### config.mk
export PLATFORM = sky130hd
export DESIGN_NAME = sync_length_checksum_deframer
export DESIGN_NICKNAME = d
export VERILOG_FILES = /design/src/rtl/core/slcd_pkg.sv /design/src/rtl/core/sync_length_checksum_deframer.sv /design/src/rtl/core/slcd_parser.sv /design/src/rtl/core/slcd_out_stage.sv
export SDC_FILE = /design/constraint.sdc
export NUM_CORES = 1
export LEC_CHECK = 0
export BUFFER_PORTS_ARGS = -buffer_cell sky130_fd_sc_hd__buf_2
export CORE_ASPECT_RATIO = 0.5
export CORE_UTILIZATION = 63
export DETAILED_ROUTE_END_ITERATION = 8
export PLACE_DENSITY = 0.84
export REMOVE_ABC_BUFFERS = 1
export SLEW_MARGIN = 20
export SYNTH_ARGS = -nofsm -noshare
export SYNTH_HDL_FRONTEND = slang
export SYNTH_SLANG_ARGS = --single-unit
### constraint.sdc
create_clock -name clk -period 9.25 [get_ports clk]
set_clock_uncertainty 0.15 [all_clocks]
set_input_delay 0.4625 -clock clk [delete_from_list [all_inputs] [get_ports clk]]
set_output_delay 0.4625 -clock clk [all_outputs]
set_load 0.005 [all_outputs]
### src/rtl/core/slcd_pkg.sv
// Shared types and constants for the sync/length/checksum deframer.
package slcd_pkg;

    // Frame sync pattern
    localparam logic [7:0] SYNC1 = 8'hA5;
    localparam logic [7:0] SYNC2 = 8'h5A;

    // Default and field widths
    localparam int DEFAULT_MAX_PAYLOAD = 1024;
    localparam int BYTE_W   = 8;
    localparam int INDEX_W  = 10;
    localparam int LENGTH_W = 11;
    localparam int DECL_W   = 16;
    localparam int KIND_W   = 2;
    localparam int MDATA_W  = 32;

    // Parser phase
    typedef enum logic [2:0] {
        PH_HEAD1 = 3'd0,
        PH_HEAD2 = 3'd1,
        PH_LENL  = 3'd2,
        PH_LENH  = 3'd3,
        PH_DATA  = 3'd4,
        PH_SUM   = 3'd5
    } slcd_phase_t;

    // Result kind
    typedef enum logic [KIND_W-1:0] {
        KIND_PAYLOAD = 2'd0,
        KIND_GOOD    = 2'd1,
        KIND_BAD     = 2'd2
    } slcd_kind_t;

    // One result item from the parser
    typedef struct packed {
        logic                valid;
        slcd_kind_t          kind;
        logic [BYTE_W-1:0]   data;
        logic [INDEX_W-1:0]  index;
        logic [LENGTH_W-1:0] length;
    } slcd_result_t;

endpackage

### src/rtl/core/sync_length_checksum_deframer.sv
// Top level of the sync/length/checksum deframer.
//
// Takes one received byte per request and sustains one byte per clock cycle
// while the output is not back-pressured. A byte is captured in an input
// register and consumed by the parser once the output register can take its
// result, which is then registered there and raises m_tvalid. Frames are
// A5 5A, length low, length high, payload, checksum; a length above
// MAX_PAYLOAD drops the frame. Payload bytes come out with kind 0 and their
// index; the checksum byte comes out with kind 1 (sum matches) or 2
// (mismatch), index 0. A zero-length frame consumes one slack byte before
// the checksum. Backpressure on the output stalls the input register and
// then s_tready.
module sync_length_checksum_deframer
    import slcd_pkg::*;
#(
    parameter int MAX_PAYLOAD = DEFAULT_MAX_PAYLOAD
)
(
    input  logic               clk,
    input  logic               rst_n,
    input  logic               s_tvalid,
    output logic               s_tready,
    input  logic [BYTE_W-1:0]  s_tdata,   // [7:0] rx_byte
    output logic               m_tvalid,
    input  logic               m_tready,
    output logic [MDATA_W-1:0] m_tdata,   // [7:0] out_byte, [17:8] out_index,
                                          // [28:18] frame_length, [31:29] zero
    output logic [KIND_W-1:0]  m_tuser    // [1:0] out_kind
);

    logic              in_valid_reg, in_valid_next;
    logic [BYTE_W-1:0] in_byte_reg;
    logic              advance;
    slcd_result_t      result;

    // Consume the held byte when the output register can take its result
    assign advance  = in_valid_reg && (!m_tvalid || m_tready);
    assign s_tready = !in_valid_reg || advance;

    always_comb
    begin
        priority if (s_tvalid && s_tready)
            in_valid_next = 1'b1;
        else if (advance)
            in_valid_next = 1'b0;
        else
            in_valid_next = in_valid_reg;
    end

    always_ff @(posedge clk or negedge rst_n)
    begin
        if (!rst_n)
            in_valid_reg <= 1'b0;
        else
            in_valid_reg <= in_valid_next;
    end

    always_ff @(posedge clk)
    begin
        if (s_tvalid && s_tready)
            in_byte_reg <= s_tdata;
    end

    slcd_parser #(
        .MAX_PAYLOAD (MAX_PAYLOAD)
    ) u_parser (
        .clk     (clk),
        .rst_n   (rst_n),
        .step    (advance),
        .rx_byte (in_byte_reg),
        .result  (result)
    );

    slcd_out_stage u_out (
        .clk      (clk),
        .rst_n    (rst_n),
        .load     (advance && result.valid),
        .result   (result),
        .m_tvalid (m_tvalid),
        .m_tready (m_tready),
        .m_tdata  (m_tdata),
        .m_tuser  (m_tuser)
    );

    // The input stage never refuses a request while it is empty
    assert property (@(posedge clk) disable iff (!rst_n)
        !s_tready |-> in_valid_reg)
        else $error("input stage stalled while empty");

    // An accepted byte is held in the input stage in the next cycle
    assert property (@(posedge clk) disable iff (!rst_n)
        s_tvalid && s_tready |=> in_valid_reg)
        else $error("accepted byte lost");

    // Frame-end results carry index zero
    assert property (@(posedge clk) disable iff (!rst_n)
        m_tvalid && (m_tuser != KIND_PAYLOAD) |-> m_tdata[17:8] == '0)
        else $error("frame-end result with nonzero index");

    // A result is only loaded when the parser consumes a byte
    assert property (@(posedge clk) disable iff (!rst_n)
        result.valid |-> in_valid_reg)
        else $error("result produced without a held byte");

endmodule

### src/rtl/core/slcd_parser.sv
// Frame parser: phase, length, byte count and running sum.
module slcd_parser
    import slcd_pkg::*;
#(
    parameter int MAX_PAYLOAD = DEFAULT_MAX_PAYLOAD
)
(
    input  logic              clk,
    input  logic              rst_n,
    input  logic              step,
    input  logic [BYTE_W-1:0] rx_byte,
    output slcd_result_t      result
);

    localparam int CNT_W = $clog2(MAX_PAYLOAD + 1);

    slcd_phase_t         phase_reg, phase_next;
    logic [DECL_W-1:0]   length_reg, length_next;
    logic [CNT_W-1:0]    count_reg, count_next;
    logic [BYTE_W-1:0]   sum_reg, sum_next;
    logic [DECL_W-1:0]   count_ext;
    logic [DECL_W-1:0]   count_inc_ext;
    logic [DECL_W-1:0]   new_length;
    logic                oversize;

    assign count_ext     = DECL_W'(count_reg);
    assign count_inc_ext = DECL_W'(count_reg + 1'b1);
    assign new_length    = {rx_byte, length_reg[BYTE_W-1:0]};
    assign oversize      = {1'b0, new_length} > (DECL_W + 1)'(MAX_PAYLOAD);

    // Next state
    always_comb
    begin
        phase_next  = phase_reg;
        length_next = length_reg;
        count_next  = count_reg;
        sum_next    = sum_reg;
        if (step)
        begin
            unique case (phase_reg)
                PH_HEAD1:
                begin
                    if (rx_byte == SYNC1)
                        phase_next = PH_HEAD2;
                end
                PH_HEAD2:
                begin
                    if (rx_byte == SYNC2)
                    begin
                        phase_next  = PH_LENL;
                        length_next = '0;
                    end
                    else
                    begin
                        phase_next = PH_HEAD1;
                    end
                end
                PH_LENL:
                begin
                    length_next = {length_reg[DECL_W-1:BYTE_W], rx_byte};
                    phase_next  = PH_LENH;
                end
                PH_LENH:
                begin
                    length_next = new_length;
                    if (oversize)
                    begin
                        phase_next = PH_HEAD1;
                    end
                    else
                    begin
                        count_next = '0;
                        sum_next   = '0;
                        phase_next = PH_DATA;
                    end
                end
                PH_DATA:
                begin
                    if (count_ext < length_reg)
                        sum_next = sum_reg + rx_byte;
                    count_next = count_reg + 1'b1;
                    if (count_inc_ext >= length_reg)
                        phase_next = PH_SUM;
                end
                PH_SUM:
                begin
                    phase_next = PH_HEAD1;
                end
                default:
                begin
                    phase_next = PH_HEAD1;
                end
            endcase
        end
    end

    // Result for the byte being consumed
    always_comb
    begin
        result.valid  = 1'b0;
        result.kind   = KIND_PAYLOAD;
        result.data   = rx_byte;
        result.index  = INDEX_W'(count_reg);
        result.length = length_reg[LENGTH_W-1:0];
        unique case (phase_reg)
            PH_DATA:
            begin
                result.valid = step && (count_ext < length_reg);
            end
            PH_SUM:
            begin
                result.valid = step;
                result.kind  = (sum_reg == rx_byte) ? KIND_GOOD : KIND_BAD;
                result.index = '0;
            end
            default:
            begin
                result.valid = 1'b0;
            end
        endcase
    end

    // Hold parser state
    always_ff @(posedge clk or negedge rst_n)
    begin
        if (!rst_n)
        begin
            phase_reg  <= PH_HEAD1;
            length_reg <= '0;
            count_reg  <= '0;
            sum_reg    <= '0;
        end
        else
        begin
            phase_reg  <= phase_next;
            length_reg <= length_next;
            count_reg  <= count_next;
            sum_reg    <= sum_next;
        end
    end

endmodule

### src/rtl/core/slcd_out_stage.sv
// Output register that holds one result request until the sink takes it.
module slcd_out_stage
    import slcd_pkg::*;
(
    input  logic               clk,
    input  logic               rst_n,
    input  logic               load,
    input  slcd_result_t       result,
    output logic               m_tvalid,
    input  logic               m_tready,
    output logic [MDATA_W-1:0] m_tdata,
    output logic [KIND_W-1:0]  m_tuser
);

    logic                valid_reg, valid_next;
    slcd_kind_t          kind_reg;
    logic [BYTE_W-1:0]   data_reg;
    logic [INDEX_W-1:0]  index_reg;
    logic [LENGTH_W-1:0] length_reg;

    // Fill on load, drain when the sink takes the request
    always_comb
    begin
        priority if (load)
            valid_next = 1'b1;
        else if (m_tready)
            valid_next = 1'b0;
        else
            valid_next = valid_reg;
    end

    always_ff @(posedge clk or negedge rst_n)
    begin
        if (!rst_n)
            valid_reg <= 1'b0;
        else
            valid_reg <= valid_next;
    end

    // Capture payload
    always_ff @(posedge clk)
    begin
        if (load)
        begin
            kind_reg   <= result.kind;
            data_reg   <= result.data;
            index_reg  <= result.index;
            length_reg <= result.length;
        end
    end

    assign m_tvalid = valid_reg;
    assign m_tuser  = kind_reg;
    assign m_tdata  = MDATA_W'({length_reg, index_reg, data_reg});

endmodule
==> results of run 1 <==
## cell type report
| class | count | share of cell area |
|---|---|---|
| tap | 88 | 0.0236 |
| clock inverter | 6 | 0.0179 |
| multi-input combinational | 235 | 0.381 |
| timing repair buffer | 45 | 0.0488 |
| sequential | 79 | 0.465 |
| inverter | 16 | 0.0129 |
| clock buffer | 10 | 0.0512 |
## stage by stage
stage	instances	setup slack, ps	utilization	power, mW
3_3_place_gp	463	5950	0.706	0.670
4_1_cts	479	5780	0.759	1.06
5_1_grt	479	5540	0.759	1.11
6_report	479	5750	0.759	1.07
3_5_place_dp	463	5790	0.706	0.685
2_1_floorplan	330	6070	-	0.617
## cell families (layout without fill, tap and decap cells)
group | after synthesis | in the layout | synth area share
AO/OA/AOI/OAI | 73 | 73 | 0.129
multiplexers | 13 | 13 | 0.0372
AND/OR/NAND/NOR | 98 | 98 | 0.132
XOR/XNOR | 16 | 16 | 0.0345
other | 1 | 3 | 0.000922
adder cells (fa/ha/maj) | 32 | 32 | 0.100
buffers and inverters | 29 | 77 | 0.0317
flip-flops | 79 | 79 | 0.534
## worst paths after layout
| kind | start | end | slack [ps] | depth (start not counted) |
|---|---|---|---|---|
| setup / recovery | u_parser.count_reg[0]$_DFFE_PN0P_ | u_parser.phase_reg[0]$_DFFE_PN0P_ | 5750 | 11 |
| hold reg to reg | u_parser.length_reg[6]$_DFFE_PN0P_ | u_out.length_reg[6]$_DFFE_PP_ | 310 | 0 |
| setup reg to reg | u_parser.count_reg[0]$_DFFE_PN0P_ | u_parser.phase_reg[0]$_DFFE_PN0P_ | 5750 | 11 |
| min in group clk | s_tdata[3] | in_byte_reg[3]$_DFFE_PP_ | 140 | 1 |
| hold / removal | rst_n | u_parser.length_reg[8]$_DFFE_PN0P_ | 110 | 1 |
| max in group asynchronous | rst_n | u_parser.length_reg[1]$_DFFE_PN0P_ | 8270 | 1 |
## cell usage after synthesis, types with 7 or more instances
master	number	area, sq um
and2_1	12	75.1
nand3_1	10	50.1
clkbuf_1	7	26.3
nand2_1	22	82.6
xnor2_1	9	78.8
inv_1	16	60.1
a21oi_1	19	95.1
nor2_1	15	56.3
o21a_1	8	60.1
dfrtp_1	40	1000
ha_1	31	388
xor2_1	7	61.3
mux2i_1	8	80.1
edfxtp_1	39	1170
a22o_1	14	123
## power by group through the flow
stage	clock [mW]	sequential, mW	combinational, mW
after global placement	0	0.459	0.211
final	0.379	0.458	0.229
after CTS	0.382	0.457	0.226
after detailed placement	0	0.463	0.222
after floorplan	0	0.448	0.168
after global routing	0.395	0.463	0.252
## routing by layer
metal,vias to the layer above,GRT usage
met5,-,0
met4,0,0.114
met3,23,0.0896
met2,142,0.442
met1,1430,0.386
li1,1348,-
## worst max-delay path, stage by stage (launching register included)
cell	delay, ps
dfrtp_1	450
ha_1	260
and3_1	260
and3_1	300
nand3_1	170
xnor2_1	170
ha_1	310
nand4_1	90
or4_1	520
a211o_1	300
nand2_1	100
mux2_1	330
## cells in the final DEF (no fill, tap or decap), types with 6 or more instances in the layout
| master | Yosys | final |
|---|---|---|
| buf_2 | 1 | 44 |
| dfrtp_1 | 40 | 40 |
| edfxtp_1 | 39 | 39 |
| ha_1 | 31 | 31 |
| nand2_1 | 22 | 22 |
| a21oi_1 | 19 | 19 |
| inv_1 | 16 | 16 |
| nor2_1 | 15 | 15 |
| a22o_1 | 14 | 14 |
| and2_1 | 12 | 12 |
| nand3_1 | 10 | 10 |
| xnor2_1 | 9 | 9 |
| clkbuf_16 | 0 | 9 |
| o21a_1 | 8 | 8 |
| mux2i_1 | 8 | 8 |
| xor2_1 | 7 | 7 |
| and3_1 | 6 | 6 |
| nor3_1 | 6 | 6 |
==> qor.txt, run 1 <==
Status: finished clean
WS Path Type: flip-flop to flip-flop
Leakage: 2.12 nW
Internal power: 0.753 mW
Setup TNS: 0 ps
CORE AREA: 0.00616 sq mm
Pin count of the biggest net entering global routing: 41
Flop and latch count out of synthesis: 79
ANT cells: 0
Period utilisation layout: 0.379
Wire length on met2: 4120 microns
Vias/cell: 6.14
Clock transition at the registers of the reported paths: 60 ps
Initial Utilization: 0.661
CTS tree: built
Max VDD drop: 0.000141 V
Die Y: 58.8 microns
Flip-flop and latch area: 0.00217 sq mm
Via count of the first global-routing pass: 2,746
Final setup viols: 0
Sequential Power Share: 0.430
DRT iter0 DRCs: 255
Die area: 0.00680 sq mm
WL met3: 652 microns
Fillers: 394
Port buffer count: 44
Final Slew Violations: 0
Worst min path class: primary input to asynchronous set/reset pin
Arr. time, crit path: 3570 ps
Post-synth EDFFs: 39
GPL Wtd Cong: 0.852
Max Used Layer: met4
WL final: 8830 microns
Root buffer cell: clkbuf_16
Synth unique cells: 54
Part of the power in combinational logic: 0.215
Post-synthesis sequential area ratio: 0.534
Critical Path Fanout Max: 6
# clock sinks: 79
Post-CTS Setup Inserts: 0
DRT Pass-1 Iters: 5
Number of max-cap violations: 0
Ys Warns: 0
Inserted Clock Buffers: 9
Tot GR Track Use: 0.287
Placed Area: 0.00435 sq mm
Global-route wire length before repair: 13,900 microns
Slew HR: 0.385
Antenna Nets Post-Route: 0
RSZ-0062 raised after global routing: no
Final nets: 430
Final Hold Fails: 0
Vias post-DR: 2,943
# hold bufs at CTS: 0
Layout cells sized above 1: 0.176
Net Switching: 0.313 mW
# IOs: 48
PD cells: 228 mW/mm^2
Wire length on met1: 3870 microns
Clock share of power: 0.355
Worst Tran Pin Value: 922 ps
CTS HTree Levels: 3
Post-DP HPWL: 6080 microns
Initial antenna violation count: 0
CP Capture Type: flip-flop
Ys flop type: dfrtp_1
Sw frac: 0.293
Row Count: 20
Fin area: 0.00467 sq mm
Deepest clock path buffer count: 2
Multi-input logic area: 0.00178 sq mm
CP startpoint kind: flip-flop
Cells after Synth: 341
WL per Instance: 18.4 microns
Avg Inst Size Synth: 11.9 sq um
Largest register FFs: 16
Mapped cell area: 0.00407 sq mm
Required time worst endpoint: 9320 ps
Drt drc: 0
Hold slack: 111 ps
FFs w/ async S/R, synth: 0.506
Die Width: 116 microns
Global route overflow: 0
Layout area overhead: 14.8%
Achievable Freq: 285 MHz
Worst-Skew Late Latency: 340 ps
Final min period: 3500 ps
Post-CTS sizing: 0
No activity file was read; power rests on OpenSTA's default activity.
==> inputs of run 2 (changes only) <==
--- a/config.mk
+++ b/config.mk
@@ -5,11 +5,12 @@
 export SDC_FILE = /design/constraint.sdc
 export NUM_CORES = 1
 export LEC_CHECK = 0
+export ABC_AREA = 1
 export BUFFER_PORTS_ARGS = -buffer_cell sky130_fd_sc_hd__buf_2
 export CORE_ASPECT_RATIO = 0.5
-export CORE_UTILIZATION = 63
+export CORE_UTILIZATION = 59
 export DETAILED_ROUTE_END_ITERATION = 8
-export PLACE_DENSITY = 0.84
+export PLACE_DENSITY = 0.79
 export REMOVE_ABC_BUFFERS = 1
 export SLEW_MARGIN = 20
 export SYNTH_ARGS = -nofsm -noshare
==> constraint.sdc (replaced) <==
create_clock -name clk -period 3.3 [get_ports clk]
set_clock_uncertainty 0.15 [all_clocks]
set_input_delay 0.165 -clock clk [delete_from_list [all_inputs] [get_ports clk]]
set_output_delay 0.165 -clock clk [all_outputs]
set_load 0.005 [all_outputs]
==> qor.txt, run 2 <==
Status: finished clean
RSZ-0062 raised after global routing: no
Critical Path Fanout Max: 6 (unchanged)
Root buffer cell: clkbuf_16
Fillers: 516 (+31%)
Tot GR Track Use: 0.268 (-0.0195)
WL final: 8960 microns (+1.5%)
# clock sinks: 79 (unchanged)
Post-CTS Setup Inserts: 0 (unchanged)
Hold slack: 324 ps (+213 ps)
Top cells by area, synth: edfxtp_1 (27%), dfrtp_1 (23%), nand2_1 (14%), ha_1 (9.1%), inv_1 (5.3%)
Flop and latch count out of synthesis: 79 (unchanged)
Worst-Skew Late Latency: 350 ps (about the same)
Most common cell in the netlist: nand2_1
CTS HTree Levels: 3 (unchanged)
Top cells by count, synth: nand2_1 (154), inv_1 (60), dfrtp_1 (40), edfxtp_1 (39), nor2_1 (36)
Global-route wire length before repair: 15,200 microns (+9.0%)
Final Slew Violations: 0 (unchanged)
# hold bufs at CTS: 12 (+12)
Die area: 0.00762 sq mm (+12%)
Largest register FFs: 16 (unchanged)
Leakage: 2.54 nW (+20%)
Vias post-DR: 3,351 (+14%)
Achievable Freq: 373 MHz (+31%)
Deepest clock path buffer count: 2 (unchanged)
Port buffer count: 44 (unchanged)
Final setup viols: 0 (unchanged)
Post-DP HPWL: 6360 microns (+4.5%)
Crit-path leading delay family: simple AND/OR/NAND/NOR gates
Slew HR: 0.387 (+0.00176)
CP Capture Type: flip-flop
Max VDD drop: 0.000401 V (+190%)
ANT cells: 0 (unchanged)
CP peak stage delay: 430 ps (-90 ps)
Drt drc: 0 (unchanged)
Hold Crit Start: u_parser.length_reg[13]$_DFFE_PN0P_
Avg Inst Size Synth: 8.90 sq um (-25%)
Inserted Clock Buffers: 9 (unchanged)
Ys flop type: dfrtp_1
Layout area overhead: 17.1%
CTS tree: built
PnR worst setup slack: 621 ps (-5120 ps)
WHS Endpoint: u_parser.length_reg[13]$_DFFE_PN0P_
Layout cells sized above 1: 0.149 (-0.0277)
Worst min path class: flip-flop to flip-flop
WP buf/inv: 1 (+1)
Pin count of the biggest net entering global routing: 41 (unchanged)
Period utilisation layout: 0.812 (+0.433)
Final min period: 2680 ps (-826 ps)
Critical R2R Capture: u_parser.phase_reg[1]$_DFFE_PN0P_
Post-CTS sizing: 0 (unchanged)
Global route overflow: 0 (unchanged)
Antenna Nets Post-Route: 0 (unchanged)
Clock transition at the registers of the reported paths: 60 ps (about the same)
WL per Instance: 13.9 microns (-24%)
Final nets: 590 (+37%)
PD cells: 698 mW/mm^2 (+210%)
Arr. time, crit path: 2750 ps (-820 ps)
Wire length on met2: 4070 microns (-1.0%)
Required time worst endpoint: 3370 ps (-5950 ps)
Cells after Synth: 481 (+41%)
Share of the synthesized area in the top cell type: 0.274 (-0.0142)
Die Width: 122 microns (+5.9%)
WS Path Type: flip-flop to flip-flop
Row Count: 21 (+5.0%)
Via count of the first global-routing pass: 3,194 (+16%)
DP Worst Slack: 669 ps (-5120 ps)
Post-synthesis sequential area ratio: 0.508 (-0.0264)
Most frequent cells in the layout: nand2_1 (154), inv_1 (60), buf_2 (44)
WL met3: 556 microns (-15%)
R2R depth: 15 (+4)
R2R setup slack: 620 ps (-5120 ps)
Initial Utilization: 0.624 (-0.0368)
Final Hold Fails: 0 (unchanged)
FFs w/ async S/R, synth: 0.506 (unchanged)
Most frequent cell on the critical path: nand2_1
CP startpoint kind: flip-flop
Mapped cell area: 0.00428 sq mm (+5.2%)
Ys Warns: 0 (unchanged)
Crit-path cells: ha_1 > nand3_1 > nor2_1 > nand4_1 > xor2_1 > inv_1 > ha_1 > nand2_1 > o21bai_1 > a21oi_1 > nor2_1 > nand2_1 > nand3_1 > nand2_1 > nand2_1
Post-synth EDFFs: 39 (unchanged)
Synth unique cells: 35 (-35%)
GPL Wtd Cong: 0.877 (+3.0%)
DRT iter0 DRCs: 208 (-18%)
Max Used Layer: met4
WHS Path Cells: 2
Yosys top cell by area: edfxtp_1
# IOs: 48 (unchanged)
Initial antenna violation count: 0 (unchanged)
Wire length on met1: 4230 microns (+9.1%)
CORE AREA: 0.00686 sq mm (+11%)
Worst R2R Start: u_parser.count_reg[0]$_DFFE_PN0P_
DRT Pass-1 Iters: 5 (unchanged)
Vias/cell: 5.21 (-15%)
Setup TNS: 0 ps (unchanged)
Number of max-cap violations: 0 (unchanged)
Commonest non-fill, non-tap cell in the layout: nand2_1
Slowest-stage cell, CP: dfrtp_1
Die Y: 62.2 microns (+5.8%)
Worst Tran Pin Value: 919 ps (-2.63 ps)
==> run 2: cell types whose count changed in the layout (fill, tap and decap cells not counted), moves of 7 or more <==
cell and delta:
nand2_1 +132, inv_1 +44, nor2_1 +21, a22o_1 -14, nand3_1 +13, and2_1 -12
dlygate4sd3_1 +12, mux2i_1 -8, inv_2 +7, nand4_1 +7
==> run 2: worst reg2reg max path: stages (launching register included) <==
cell      delay (ps)
dfrtp_1          430
ha_1             210
nand3_1          130
nor2_1           240
nand4_1          140
xor2_1           200
inv_1             60
ha_1             260
nand2_1           50
o21bai_1         150
a21oi_1          130
nor2_1            50
nand2_1          120
nand3_1          110
nand2_1           70
nand2_1           50
==> run 2: logic make-up (layout without fill, tap and decap cells) <==
| family | count (synthesis) | count (layout) | share of synthesized area |
|---|---|---|---|
| AOI/OAI and AO/OA | 36 | 36 | 0.0480 |
| xor gates and xnor gates | 11 | 11 | 0.0225 |
| adders and majority gates | 32 | 32 | 0.0953 |
| buffers and inverters | 74 | 142 | 0.0731 |
| DFF | 79 | 79 | 0.508 |
| other | 1 | 3 | 0.000876 |
| and+or+nand+nor | 248 | 248 | 0.253 |
==> run 2: worst max-delay path by stage <==
stage                                           start  slack [ps]                                 to  depth (start not counted)
floorplan           u_parser.count_reg[5]$_DFFE_PN0P_         880        u_out.data_reg[0]$_DFFE_PP_                          7
global placement    u_parser.count_reg[0]$_DFFE_PN0P_         740  u_parser.phase_reg[1]$_DFFE_PN0P_                         15
detailed placement  u_parser.count_reg[0]$_DFFE_PN0P_         670  u_parser.phase_reg[1]$_DFFE_PN0P_                         15
CTS                 u_parser.count_reg[0]$_DFFE_PN0P_         650  u_parser.phase_reg[1]$_DFFE_PN0P_                         15
global route        u_parser.count_reg[0]$_DFFE_PN0P_         350  u_parser.phase_reg[1]$_DFFE_PN0P_                         15
finish              u_parser.count_reg[0]$_DFFE_PN0P_         620  u_parser.phase_reg[1]$_DFFE_PN0P_                         15
==> run 2: per-stage QoR <==
stage	power [mW]	instance area, sq um	instances	utilization
4_1_cts	3.51	5010	643	0.731
3_3_place_gp	2.46	4590	615	0.670
3_5_place_dp	2.52	4590	615	0.670
5_1_grt	3.78	5010	643	0.731
6_report	3.50	5010	643	0.731
2_1_floorplan	2.23	4240	477	-
==> run 2: where the power goes <==
group | internal [mW] | leakage, nW | total, mW | switching [mW]
Sequential | 1.22 | 0.884 | 1.42 | 0.202
Clock | 0.584 | 0.138 | 0.980 | 0.396
Combinational | 0.416 | 1.52 | 1.09 | 0.677
Total | 2.22 | 2.54 | 3.50 | 1.28
==> run 2: final cells by class <==
class                   count  area, sq um  share of cell area
flip-flops and latches     79         2170               0.434
multi-input cells         330         1800               0.360
repair buffers             58          355              0.0709
inverters                  68          269              0.0537
clock buffers               9          225              0.0450
well taps                  92          115              0.0230
clock inverters             7         71.3              0.0142
==> run 2: layer usage <==
metal	up-vias	track usage
li1	1689	-
met1	1548	0.354
met2	97	0.420
met3	17	0.0873
met4	0	0.0777
met5	-	0
